[src/hdl/lrd_pkg.sv]
// Shared types, codes and CRC helper for the log record deframer.
// No dependencies; used by log_record_deframer_crc32 and its testbench.
package lrd_pkg;

  localparam logic [31:0] CRC_POLY = 32'hEDB88320;
  localparam logic [31:0] CRC_INIT = 32'hFFFFFFFF;

  localparam logic [31:0] MAGIC_RESET    = 32'h0000_0000;
  localparam logic [63:0] NULL_LEN_RESET = 64'h0000_0000_FFFF_FFFF;

  // register index, taken from paddr[3]
  localparam logic REG_MAGIC    = 1'b0;
  localparam logic REG_NULL_LEN = 1'b1;

  localparam logic KIND_PAYLOAD = 1'b0;
  localparam logic KIND_HEADER  = 1'b1;

  localparam logic [1:0] ST_OK        = 2'd0;
  localparam logic [1:0] ST_BAD_MAGIC = 2'd1;
  localparam logic [1:0] ST_CRC_ERR   = 2'd2;
  localparam logic [1:0] ST_TRUNC     = 2'd3;

  typedef enum logic [3:0] {
    PH_MAGIC,
    PH_SEQ,
    PH_OP,
    PH_UNIT,
    PH_COL,
    PH_ROW,
    PH_TXN,
    PH_COMMIT,
    PH_LEN,
    PH_PAYLOAD,
    PH_CRC,
    PH_DISCARD
  } phase_t;

  typedef struct packed {
    logic        kind;
    logic [7:0]  payload;
    logic [63:0] seq;
    logic [7:0]  op;
    logic [31:0] unit;
    logic [31:0] col;
    logic [63:0] row;
    logic [63:0] txn;
    logic [63:0] commit;
    logic [63:0] len;
    logic [1:0]  status;
    logic        last;
  } result_t;

  // reflected CRC-32, one byte
  function automatic logic [31:0] crc_byte(input logic [31:0] c_in, input logic [7:0] b);
    logic [31:0] c;
    c = c_in ^ {24'd0, b};
    for (int k = 0; k < 8; k++) begin
      c = c[0] ? ((c >> 1) ^ CRC_POLY) : (c >> 1);
    end
    return c;
  endfunction

  // index of the last byte of a header field
  function automatic logic [2:0] field_last_idx(input phase_t ph);
    logic [2:0] idx;
    case (ph)
      PH_OP:   idx = 3'd0;
      PH_UNIT: idx = 3'd3;
      PH_COL:  idx = 3'd3;
      default: idx = 3'd7;
    endcase
    return idx;
  endfunction

endpackage

[src/hdl/log_record_deframer_crc32.sv]
// Log record deframer with CRC-32 check: top level.
// Depends on lrd_pkg (phase enum, result struct, CRC byte update).
//
//  channel | dir | signals                              | content
//  s_*     | in  | s_tvalid s_tready s_tdata s_tlast    | stream byte, tlast = stream end
//  m_*     | out | m_tvalid m_tready m_tdata m_tuser m_tlast | payload byte or header+status
//  apb     | in  | psel penable pwrite paddr pwdata prdata pready | 0x0 magic, 0x8 null length
//
// One byte per cycle while s_tready is high: the CRC byte update and the 64-bit
// payload count compare sit between the parser state and the result register.
// A two-entry output (register plus skid) keeps s_tready registered; input stalls
// only when both entries hold results. rst is synchronous, active high, and
// clears parser state, registers and output valids.
module log_record_deframer_crc32 (
  input  logic         clk,
  input  logic         rst,
  input  logic         s_tvalid,
  output logic         s_tready,
  input  logic [7:0]   s_tdata,   // [7:0] data_byte
  input  logic         s_tlast,   // stream_end
  output logic         m_tvalid,
  input  logic         m_tready,
  // [7:0] payload_byte, [71:8] sequence_number, [79:72] operation_code,
  // [111:80] unit_id, [143:112] column_id, [207:144] row_id,
  // [271:208] transaction_id, [335:272] commit_number, [399:336] value_length
  output logic [399:0] m_tdata,
  output logic [2:0]   m_tuser,   // [0] result_kind, [2:1] status
  output logic         m_tlast,   // last
  input  logic         psel,
  input  logic         penable,
  input  logic         pwrite,
  input  logic [3:0]   paddr,
  input  logic [63:0]  pwdata,
  output logic [63:0]  prdata,
  output logic         pready
);

  // configuration
  logic [31:0] record_magic;
  logic [63:0] null_length_marker;

  // parser state
  lrd_pkg::phase_t phase, phase_next;
  logic [63:0] cnt, cnt_next;
  logic [31:0] crc_reg, crc_reg_next;
  logic [31:0] magic_shift, magic_shift_next;
  logic [63:0] seq_hold, seq_hold_next;
  logic [7:0]  op_hold, op_hold_next;
  logic [31:0] unit_hold, unit_hold_next;
  logic [31:0] column_hold, column_hold_next;
  logic [63:0] row_hold, row_hold_next;
  logic [63:0] txn_hold, txn_hold_next;
  logic [63:0] commit_hold, commit_hold_next;
  logic [63:0] length_hold, length_hold_next;
  logic [31:0] crc_field, crc_field_next;

  // output stage
  logic             out_valid, skid_valid;
  lrd_pkg::result_t out_res, skid_res, res;
  logic             emit;

  logic        accept;
  logic [7:0]  b;
  logic [63:0] cnt_inc;
  logic [31:0] crc_upd;
  logic [31:0] magic_word, stored_word;
  logic [63:0] len_word;
  logic        word_done, field_done, payload_done, magic_ok, crc_ok, len_empty;

  assign pready   = 1'b1;
  assign prdata   = (paddr[3] == lrd_pkg::REG_NULL_LEN) ? null_length_marker
                                                        : {32'd0, record_magic};
  assign s_tready = !skid_valid;
  assign accept   = s_tvalid && s_tready;
  assign b        = s_tdata;

  assign cnt_inc      = cnt + 64'd1;
  assign crc_upd      = lrd_pkg::crc_byte(crc_reg, b);
  assign magic_word   = magic_shift | ({24'd0, b} << {cnt[1:0], 3'b000});
  assign stored_word  = crc_field | ({24'd0, b} << {cnt[1:0], 3'b000});
  assign len_word     = length_hold | ({56'd0, b} << {cnt[2:0], 3'b000});
  assign word_done    = (cnt[1:0] == 2'd3);
  assign field_done   = (cnt[2:0] == lrd_pkg::field_last_idx(phase));
  assign payload_done = (cnt_inc == length_hold);
  assign magic_ok     = (magic_word == record_magic);
  assign crc_ok       = (stored_word == ~crc_reg);
  assign len_empty    = (len_word == 64'd0) || (len_word == null_length_marker);

  always_ff @(posedge clk) begin
    if (rst) begin
      record_magic       <= lrd_pkg::MAGIC_RESET;
      null_length_marker <= lrd_pkg::NULL_LEN_RESET;
    end else if (psel && penable && pwrite && pready) begin
      if (paddr[3] == lrd_pkg::REG_NULL_LEN) begin
        null_length_marker <= pwdata;
      end else begin
        record_magic <= pwdata[31:0];
      end
    end
  end

  // next phase
  always_comb begin
    phase_next = phase;
    if (accept) begin
      if (s_tlast) begin
        phase_next = lrd_pkg::PH_MAGIC;
      end else begin
        case (phase)
          lrd_pkg::PH_MAGIC: begin
            if (word_done) phase_next = magic_ok ? lrd_pkg::PH_SEQ : lrd_pkg::PH_DISCARD;
          end
          lrd_pkg::PH_SEQ:    if (field_done) phase_next = lrd_pkg::PH_OP;
          lrd_pkg::PH_OP:     if (field_done) phase_next = lrd_pkg::PH_UNIT;
          lrd_pkg::PH_UNIT:   if (field_done) phase_next = lrd_pkg::PH_COL;
          lrd_pkg::PH_COL:    if (field_done) phase_next = lrd_pkg::PH_ROW;
          lrd_pkg::PH_ROW:    if (field_done) phase_next = lrd_pkg::PH_TXN;
          lrd_pkg::PH_TXN:    if (field_done) phase_next = lrd_pkg::PH_COMMIT;
          lrd_pkg::PH_COMMIT: if (field_done) phase_next = lrd_pkg::PH_LEN;
          lrd_pkg::PH_LEN: begin
            if (field_done) phase_next = len_empty ? lrd_pkg::PH_CRC : lrd_pkg::PH_PAYLOAD;
          end
          lrd_pkg::PH_PAYLOAD: if (payload_done) phase_next = lrd_pkg::PH_CRC;
          lrd_pkg::PH_CRC: begin
            if (word_done) phase_next = crc_ok ? lrd_pkg::PH_MAGIC : lrd_pkg::PH_DISCARD;
          end
          default: phase_next = phase;
        endcase
      end
    end
  end

  // datapath registers
  always_comb begin
    cnt_next         = cnt;
    crc_reg_next     = crc_reg;
    magic_shift_next = magic_shift;
    seq_hold_next    = seq_hold;
    op_hold_next     = op_hold;
    unit_hold_next   = unit_hold;
    column_hold_next = column_hold;
    row_hold_next    = row_hold;
    txn_hold_next    = txn_hold;
    commit_hold_next = commit_hold;
    length_hold_next = length_hold;
    crc_field_next   = crc_field;
    if (accept) begin
      if (s_tlast || (phase == lrd_pkg::PH_CRC && word_done && crc_ok)) begin
        // re-arm
        cnt_next         = 64'd0;
        crc_reg_next     = lrd_pkg::CRC_INIT;
        magic_shift_next = 32'd0;
        seq_hold_next    = 64'd0;
        op_hold_next     = 8'd0;
        unit_hold_next   = 32'd0;
        column_hold_next = 32'd0;
        row_hold_next    = 64'd0;
        txn_hold_next    = 64'd0;
        commit_hold_next = 64'd0;
        length_hold_next = 64'd0;
        crc_field_next   = 32'd0;
      end else begin
        case (phase)
          lrd_pkg::PH_DISCARD: cnt_next = cnt;
          lrd_pkg::PH_MAGIC: begin
            crc_reg_next     = crc_upd;
            magic_shift_next = magic_word;
            cnt_next         = word_done ? 64'd0 : cnt_inc;
          end
          lrd_pkg::PH_PAYLOAD: begin
            crc_reg_next = crc_upd;
            cnt_next     = payload_done ? 64'd0 : cnt_inc;
          end
          lrd_pkg::PH_CRC: begin
            crc_field_next = stored_word;
            cnt_next       = word_done ? 64'd0 : cnt_inc;
          end
          default: begin
            crc_reg_next = crc_upd;
            cnt_next     = field_done ? 64'd0 : cnt_inc;
            case (phase)
              lrd_pkg::PH_SEQ:    seq_hold_next[{cnt[2:0], 3'b000} +: 8] = b;
              lrd_pkg::PH_OP:     op_hold_next = b;
              lrd_pkg::PH_UNIT:   unit_hold_next[{cnt[1:0], 3'b000} +: 8] = b;
              lrd_pkg::PH_COL:    column_hold_next[{cnt[1:0], 3'b000} +: 8] = b;
              lrd_pkg::PH_ROW:    row_hold_next[{cnt[2:0], 3'b000} +: 8] = b;
              lrd_pkg::PH_TXN:    txn_hold_next[{cnt[2:0], 3'b000} +: 8] = b;
              lrd_pkg::PH_COMMIT: commit_hold_next[{cnt[2:0], 3'b000} +: 8] = b;
              default:            length_hold_next = len_word;
            endcase
          end
        endcase
      end
    end
  end

  // result for the accepted byte
  always_comb begin
    emit        = 1'b0;
    res         = '0;
    res.kind    = lrd_pkg::KIND_HEADER;
    res.seq     = seq_hold;
    res.op      = op_hold;
    res.unit    = unit_hold;
    res.col     = column_hold;
    res.row     = row_hold;
    res.txn     = txn_hold;
    res.commit  = commit_hold;
    res.len     = length_hold;
    res.status  = lrd_pkg::ST_OK;
    res.last    = 1'b1;
    if (accept) begin
      if (s_tlast) begin
        // truncated only if some byte of a record has arrived
        emit = (phase != lrd_pkg::PH_DISCARD) &&
               !(phase == lrd_pkg::PH_MAGIC && cnt == 64'd0);
        res.status = lrd_pkg::ST_TRUNC;
      end else begin
        case (phase)
          lrd_pkg::PH_MAGIC: begin
            emit       = word_done && !magic_ok;
            res.status = lrd_pkg::ST_BAD_MAGIC;
          end
          lrd_pkg::PH_PAYLOAD: begin
            emit        = 1'b1;
            res         = '0;
            res.kind    = lrd_pkg::KIND_PAYLOAD;
            res.payload = b;
          end
          lrd_pkg::PH_CRC: begin
            emit       = word_done;
            res.status = crc_ok ? lrd_pkg::ST_OK : lrd_pkg::ST_CRC_ERR;
          end
          default: emit = 1'b0;
        endcase
      end
    end
  end

  always_ff @(posedge clk) begin
    if (rst) begin
      phase       <= lrd_pkg::PH_MAGIC;
      cnt         <= 64'd0;
      crc_reg     <= lrd_pkg::CRC_INIT;
      magic_shift <= 32'd0;
      seq_hold    <= 64'd0;
      op_hold     <= 8'd0;
      unit_hold   <= 32'd0;
      column_hold <= 32'd0;
      row_hold    <= 64'd0;
      txn_hold    <= 64'd0;
      commit_hold <= 64'd0;
      length_hold <= 64'd0;
      crc_field   <= 32'd0;
    end else begin
      phase       <= phase_next;
      cnt         <= cnt_next;
      crc_reg     <= crc_reg_next;
      magic_shift <= magic_shift_next;
      seq_hold    <= seq_hold_next;
      op_hold     <= op_hold_next;
      unit_hold   <= unit_hold_next;
      column_hold <= column_hold_next;
      row_hold    <= row_hold_next;
      txn_hold    <= txn_hold_next;
      commit_hold <= commit_hold_next;
      length_hold <= length_hold_next;
      crc_field   <= crc_field_next;
    end
  end

  // output register with skid entry behind it
  always_ff @(posedge clk) begin
    if (rst) begin
      out_valid  <= 1'b0;
      skid_valid <= 1'b0;
    end else if (!out_valid || m_tready) begin
      if (skid_valid) begin
        out_valid  <= 1'b1;
        skid_valid <= 1'b0;
      end else begin
        out_valid <= emit;
      end
    end else if (emit) begin
      skid_valid <= 1'b1;
    end
  end

  always_ff @(posedge clk) begin
    if (!out_valid || m_tready) begin
      out_res <= skid_valid ? skid_res : res;
    end else if (emit) begin
      skid_res <= res;
    end
  end

  assign m_tvalid = out_valid;
  assign m_tdata  = {out_res.len, out_res.commit, out_res.txn, out_res.row, out_res.col,
                     out_res.unit, out_res.op, out_res.seq, out_res.payload};
  assign m_tuser  = {out_res.status, out_res.kind};
  assign m_tlast  = out_res.last;

endmodule

[config.mk]
export PLATFORM = sky130hd
export DESIGN_NAME = log_record_deframer_crc32
export DESIGN_NICKNAME = d
export VERILOG_FILES = /design/src/hdl/lrd_pkg.sv /design/src/hdl/log_record_deframer_crc32.sv
export SDC_FILE = /design/constraint.sdc
export NUM_CORES = 2
export LEC_CHECK = 0
export ABC_AREA = 1
export BUFFER_PORTS_ARGS = -buffer_cell sky130_fd_sc_hd__buf_2
export CAP_MARGIN = 20
export CORE_MARGIN = 5
export CORE_UTILIZATION = 41
export CTS_BUF_LIST = sky130_fd_sc_hd__clkbuf_16
export CTS_CLUSTER_SIZE = 24
export DETAILED_ROUTE_END_ITERATION = 7
export PLACE_DENSITY = 0.69
export SETUP_SLACK_MARGIN = 0.3
export SYNTH_ARGS = -nofsm -noshare
export SYNTH_HDL_FRONTEND = slang
export SYNTH_SLANG_ARGS = --single-unit
[constraint.sdc]
create_clock -name clk -period 69.4 [get_ports clk]
set_clock_uncertainty 0.05 [all_clocks]
set_input_delay 3.47 -clock clk [delete_from_list [all_inputs] [get_ports clk]]
set_output_delay 3.47 -clock clk [all_outputs]
set_load 0.02 [all_outputs]
Word level (Yosys, flattened, before mapping)
Cells that the tools add are included.
{"block": "word_totals", "output_inout_bits": 471, "ff_bits": 1462, "input_bits": 84, "wordCells": 228}
{"block": "op_classes", "muxes": 80, "shifts": 6, "n_addsub": 3, "bitwise_logic": 15, "reduce_logical": 50, "n_eq_ne": 33}
{"cell": "$mux 64", "n": 20}
{"cell": "$mux 404", "n": 2}
{"cell": "$mux 401", "n": 2}
{"cell": "$mux 32", "n": 20}
{"cell": "$bwmux 64", "n": 4}
{"cell": "$pmux 64 s3", "n": 1}
{"cell": "$eq 64x64->1", "n": 2}
{"cell": "$logic_not 64->1", "n": 2}
{"cell": "$not 13->14", "n": 8}
{"cell": "$add 64x1->64 const B", "n": 1}
{"cell": "$bwmux 32", "n": 2}
{"cell": "$eq 32x32->1", "n": 2}
{"cell": "$or 32x32->32", "n": 2}
{"cell": "$or 64x64->64", "n": 1}
{"cell": "$shift 8x8->64 const A", "n": 1}
{"cell": "$shiftx 8x8->64", "n": 1}
{"cell": "$shl 8x6->64", "n": 1}
{"cell": "$mux 4", "n": 14}
{"cell": "$pmux 4 s11", "n": 1}
{"cell": "$ne 3x3->1 const B", "n": 11}
{"cell": "$not 32->32", "n": 1}
{"cell": "$shift 8x7->32 const A", "n": 1}
{"cell": "$shiftx 8x7->32", "n": 1}
{"cell": "$shl 8x5->32", "n": 1}
{"cell": "31 further kinds", "n": 85}

Logic depth before layout (Yosys ltp)
{"block": "logic_depth", "depth_word": 19, "ltp_mapped": 24, "depth_no_buf": 23}

Least setup slack after synthesis
OpenSTA, ideal clock, no wires.
{"block": "synth_path", "path_type": "input to register", "startpoint": "in m_tready", "endpoint": "reg skid_res[100] (netlist bit), enable pin", "t_arrival_ns": 50.575, "setup_time_ns": 5.639, "t_required_ns": 63.711, "path_slack_ns": 13.136, "n_path_buf": 0, "stages": 3, "path_cell_list": "nor2_1 -> inv_1 -> nor2_1"}
{"block": "synth_between", "elab_chain_len": 3}
{"element": "from (decl)", "line_no": "log_record_deframer_crc32.sv:22", "source": "input logic m_tready,"}
{"element": "$logic_or 1x1->1", "line_no": "log_record_deframer_crc32.sv:290", "source": "if (!out_valid || m_tready) begin"}
{"element": "$not 1->1 (no line)"}
{"element": "$reduce_and 2->1 (no line)"}
{"element": "to (signal assigned)", "line_no": "log_record_deframer_crc32.sv:293", "source": "skid_res <= res;"}
{"element": "to (decl)", "line_no": "log_record_deframer_crc32.sv:59", "source": "lrd_pkg::result_t out_res, skid_res, res;"}
Every way passes these cells.
A chain may end at the register's enable or synchronous reset.

Final worst setup path
{"block": "layout_path", "startpoint": "in s_tdata[5]", "endpoint": "reg skid_res[83] (netlist bit), enable pin"}
{"block": "layout_between", "elab_chain_len": 9}
{"element": "from (decl)", "line_no": "log_record_deframer_crc32.sv:19", "source": "input logic [7:0] s_tdata,"}
{"element": "$shl 8x5->32", "line_no": "log_record_deframer_crc32.sv:79", "source": "assign magic_word = magic_shift | ({24'd0, b} << {cnt[1:0], 3'b000});"}
{"element": "$or 32x32->32", "line_no": "log_record_deframer_crc32.sv:79"}
{"element": "$eq 32x32->1", "line_no": "log_record_deframer_crc32.sv:85", "source": "assign magic_ok = (magic_word == record_magic);"}
{"element": "$logic_not 1->1", "line_no": "log_record_deframer_crc32.sv:221", "source": "emit = word_done && !magic_ok;"}
{"element": "$logic_and 1x1->1", "line_no": "log_record_deframer_crc32.sv:221"}
{"element": "$pmux 1 s3", "line_no": "log_record_deframer_crc32.sv:219", "source": "case (phase)"}
{"element": "$mux 1", "line_no": "log_record_deframer_crc32.sv:213", "source": "if (s_tlast) begin"}
{"element": "$mux 1", "line_no": "log_record_deframer_crc32.sv:212", "source": "if (accept) begin"}
{"element": "$reduce_and 2->1 (no line)"}
Every way passes these cells.

==> results by group <==
Outcome
  • Status: finished with violations
  • Failing checks: design-rule violations

Clock network
  • H-tree Lvls: 4
  • # Post-CTS Setup Buffers: 0
  • TritonCTS clock tree: done
  • # hold bufs at CTS: 0
  • Clock Latency Late Sink: 850 ps
  • CTS Buf Count: 157
  • # clock sinks: 1,460
  • Max clock buf depth: 3
  • Clk slew on worst S/H paths: 60 ps
  • Post-CTS sizing: 0
  • Root Buffer: clkbuf_16

Setup path
  • Worst R2R Path Depth: 16
  • Critical path endpoint category: flop
  • Crit-path max FO: 67
  • CP startpoint kind: primary input
  • Critical path class: in2reg
  • RR Startpoint: cnt[1]$_SDFFE_PP0P_
  • CP required: 69,790 ps
  • Reg2reg end: commit_hold[9]$_SDFFE_PP0P_
  • Worst Path Arrival: 9680 ps
  • Setup slack, reg-to-reg: 62,270 ps

Route
  • Remaining routing DRC violations: 1
  • WL final: 237,000 um
  • Number of vias per cell: 5.26
  • Initial DRC Count: 7,090
  • Drt first pass iters: 8
  • WL/cell: 21.2 um
  • Post-route ant nets: 0
  • Via count: 58,843

Timing
  • Fin. Hold Viols: 0
  • Maximum clock rate: 108 MHz
  • Slew @ Worst Pin: 1130 ps
  • Post-layout min period: 9290 ps
  • Period utilization: 13.4%
  • RSZ-0062 raised after global routing: false
  • Final Max Tran Viols: 0
  • Sum of negative setup slack: 0 ps
  • Fin worst setup slack: 60,110 ps
  • # setup viols final: 0
  • Slew headroom: 24.3%

Placement
  • DP HPWL: 164,000 um
  • Placed instance area: 0.0716 mm^2
  • I/O Buffers: 550
  • Place WS: 59,260 ps
  • Gpl congestion: 0.996

Floorplanning
  • Initial Utilization: 41.3%
  • Core area: 0.163 mm^2
  • Num rows: 148
  • DIE WIDTH: 415 um
  • DIE HEIGHT: 415 um
  • DIE AREA: 0.172 mm^2
  • Io pins: 555

Yosys
  • Synthesized cell area: 0.0673 mm^2
  • Largest cells by area after synthesis: edfxtp_1, dfxtp_1, nand2_1
  • Synth cell count leaders: nand2_1, nor2_1, edfxtp_1, inv_1, dfxtp_1
  • Area leader, netlist: edfxtp_1
  • Post-synth EDFFs: 806
  • Count leader, synth: nand2_1
  • Yosys reg bits: 1,460
  • Synthesized area per cell: 7.91 um^2
  • Cell count after synthesis: 8,507
  • Sequential area share after synthesis: 55.4%
  • FFs w/ async S/R, synth: 0%
  • Syn Nets: 8,599
  • Synth Flop Type: edfxtp_1
  • Warnings from Yosys: 0
  • Netlist cell types: 43
  • Synth top area share: 36.0%

Hold path
  • Worst Hold Path EP: magic_shift[8]$_SDFFE_PP0P_
  • Worst Hold Class: reg2reg
  • Hold path depth: 2
  • Hold_sp: magic_shift[8]$_SDFFE_PP0P_

Power and ir drop
  • Pwr Density: 28.4 mW/mm^2
  • Worst vdd ir: 0.0000271 V
  • Leakage: 33.7 nW

Global route
  • Initial antenna violation count: 15
  • First-pass GRT wire length: 347,000 um
  • Vias in the first global route: 54,193
  • Total gr overflow: 0
  • Total track usage: 26.3%
  • Largest net degree at the start of global routing: 209

Cells and area
  • Fin nets: 8,952
  • Filler instances: 15,774
  • Area growth syn-to-layout: 14.4%
  • Number of flip-flops in the largest register: 403
  • Layout cells sized above 1: 10.3%
  • Post-route cell area: 0.0770 mm^2
  • Largest register by flop count: skid_res

Job
  • Number of max-cap violations: 0
[power breakdown]
group          leakage (nW)  total (mW)  internal (mW)  switching (mW)
combinational          16.8       0.357         0.0984           0.259
sequential             14.2       0.985          0.955          0.0303
clock                  2.68       0.848          0.478           0.370
total                  33.7        2.19           1.53           0.659
[kinds of logic after synthesis]
kind of cell	Yosys count	share of synthesized area, %
XOR/XNOR	207	2.79
AND/OR/NAND/NOR	4671	27.4
AO/OA/AOI/OAI	952	7.15
buffers and inverters	1208	7.07
flip-flops	1460	55.4
adder cells (fa/ha/maj)	8	0.149
other	1	0.00557
[routing by layer]
metal | share of wire [%] | GRT usage [%] | vias to the layer above
li1 | - | - | 27741
met1 | 41 | 35.8 | 27543
met2 | 44 | 40.0 | 2980
met3 | 9.2 | 5.28 | 571
met4 | 5.7 | 13.2 | 8
met5 | 0.020 | 0 | -
[through the flow]
| step | utilization, % | hold slack (ps) | total power, mW | cells |
|---|---|---|---|---|
| finish | 47.3 | 405 | 2.19 | 11179 |
| global route | 47.2 | 425 | 2.27 | 11169 |
| CTS | 47.2 | 405 | 2.20 | 11162 |
| detailed placement | 43.9 | 396 | 1.35 | 10871 |
| global placement | 43.9 | 390 | 1.35 | 10870 |
| floorplan | - | 380 | 1.23 | 8507 |
[critical path, cell delays in order]
cell and delay [ps]:
buf_2 310, inv_1 470, nor2_1 270, nand2_1 400, nand2_1 360, xor2_1 200
nor4_1 80, nand2_1 80, nor2_1 120, nand2_1 90, nand3_1 70, a21oi_1 150
nand2_1 290, nor2_4 740, buf_4 710, buf_4 610, buf_12 320, buf_4 780
[worst max-delay path by stage]
stage / start / endpoint / slack (ps) / cells after the start
finish: s_tdata[5] / skid_res[83]$_DFFE_PP_ / 60110 / 18
global route: s_tdata[5] / seq_hold[8]$_SDFFE_PP0P_ / 59920 / 18
CTS: s_tdata[5] / skid_res[88]$_DFFE_PP_ / 60130 / 17
detailed placement: s_tdata[5] / skid_res[83]$_DFFE_PP_ / 59260 / 17
global placement: s_tdata[5] / skid_res[83]$_DFFE_PP_ / 59290 / 17
floorplan: m_tready / skid_res[100]$_DFFE_PP_ / 13140 / 3
[area by class of cell]
class	count	area, um^2	area share (%)
Clock inverter	129	1190	1.55
Timing Repair Buffer	620	3440	4.47
Tap cell	2175	2720	3.53
Multi-Input combinational cell	5839	25300	32.8
Sequential cell	1460	37300	48.4
Clock buffer	162	4050	5.26
Antenna cell	12	30.0	0.0390
Inverter	782	2970	3.86
[cell usage in the layout (no fill, tap or decap), types with 4 or more instances in the layout]
cell type   instances
a21oi_1           548
a31oi_1             6
buf_12              6
buf_16              4
buf_2             549
buf_4              60
bufinv_16          13
clkbuf_16         162
clkinv_1           36
clkinv_16           8
clkinv_2           30
clkinvlp_4          4
dfxtp_1           653
diode_2            12
edfxtp_1          806
ha_1                8
inv_1             783
inv_2              20
inv_6               5
nand2_1          3011
nand2_2            13
nand3_1           362
nand3_2            10
nand4_1            43
nor2_1           1104
nor2_2              6
nor2_4              6
nor3_1             63
nor4_1             33
o21ai_0           384
or2_2               7
xnor2_1            51
xnor3_1             4
xor2_1            151
(Power assumes the default switching activity.)
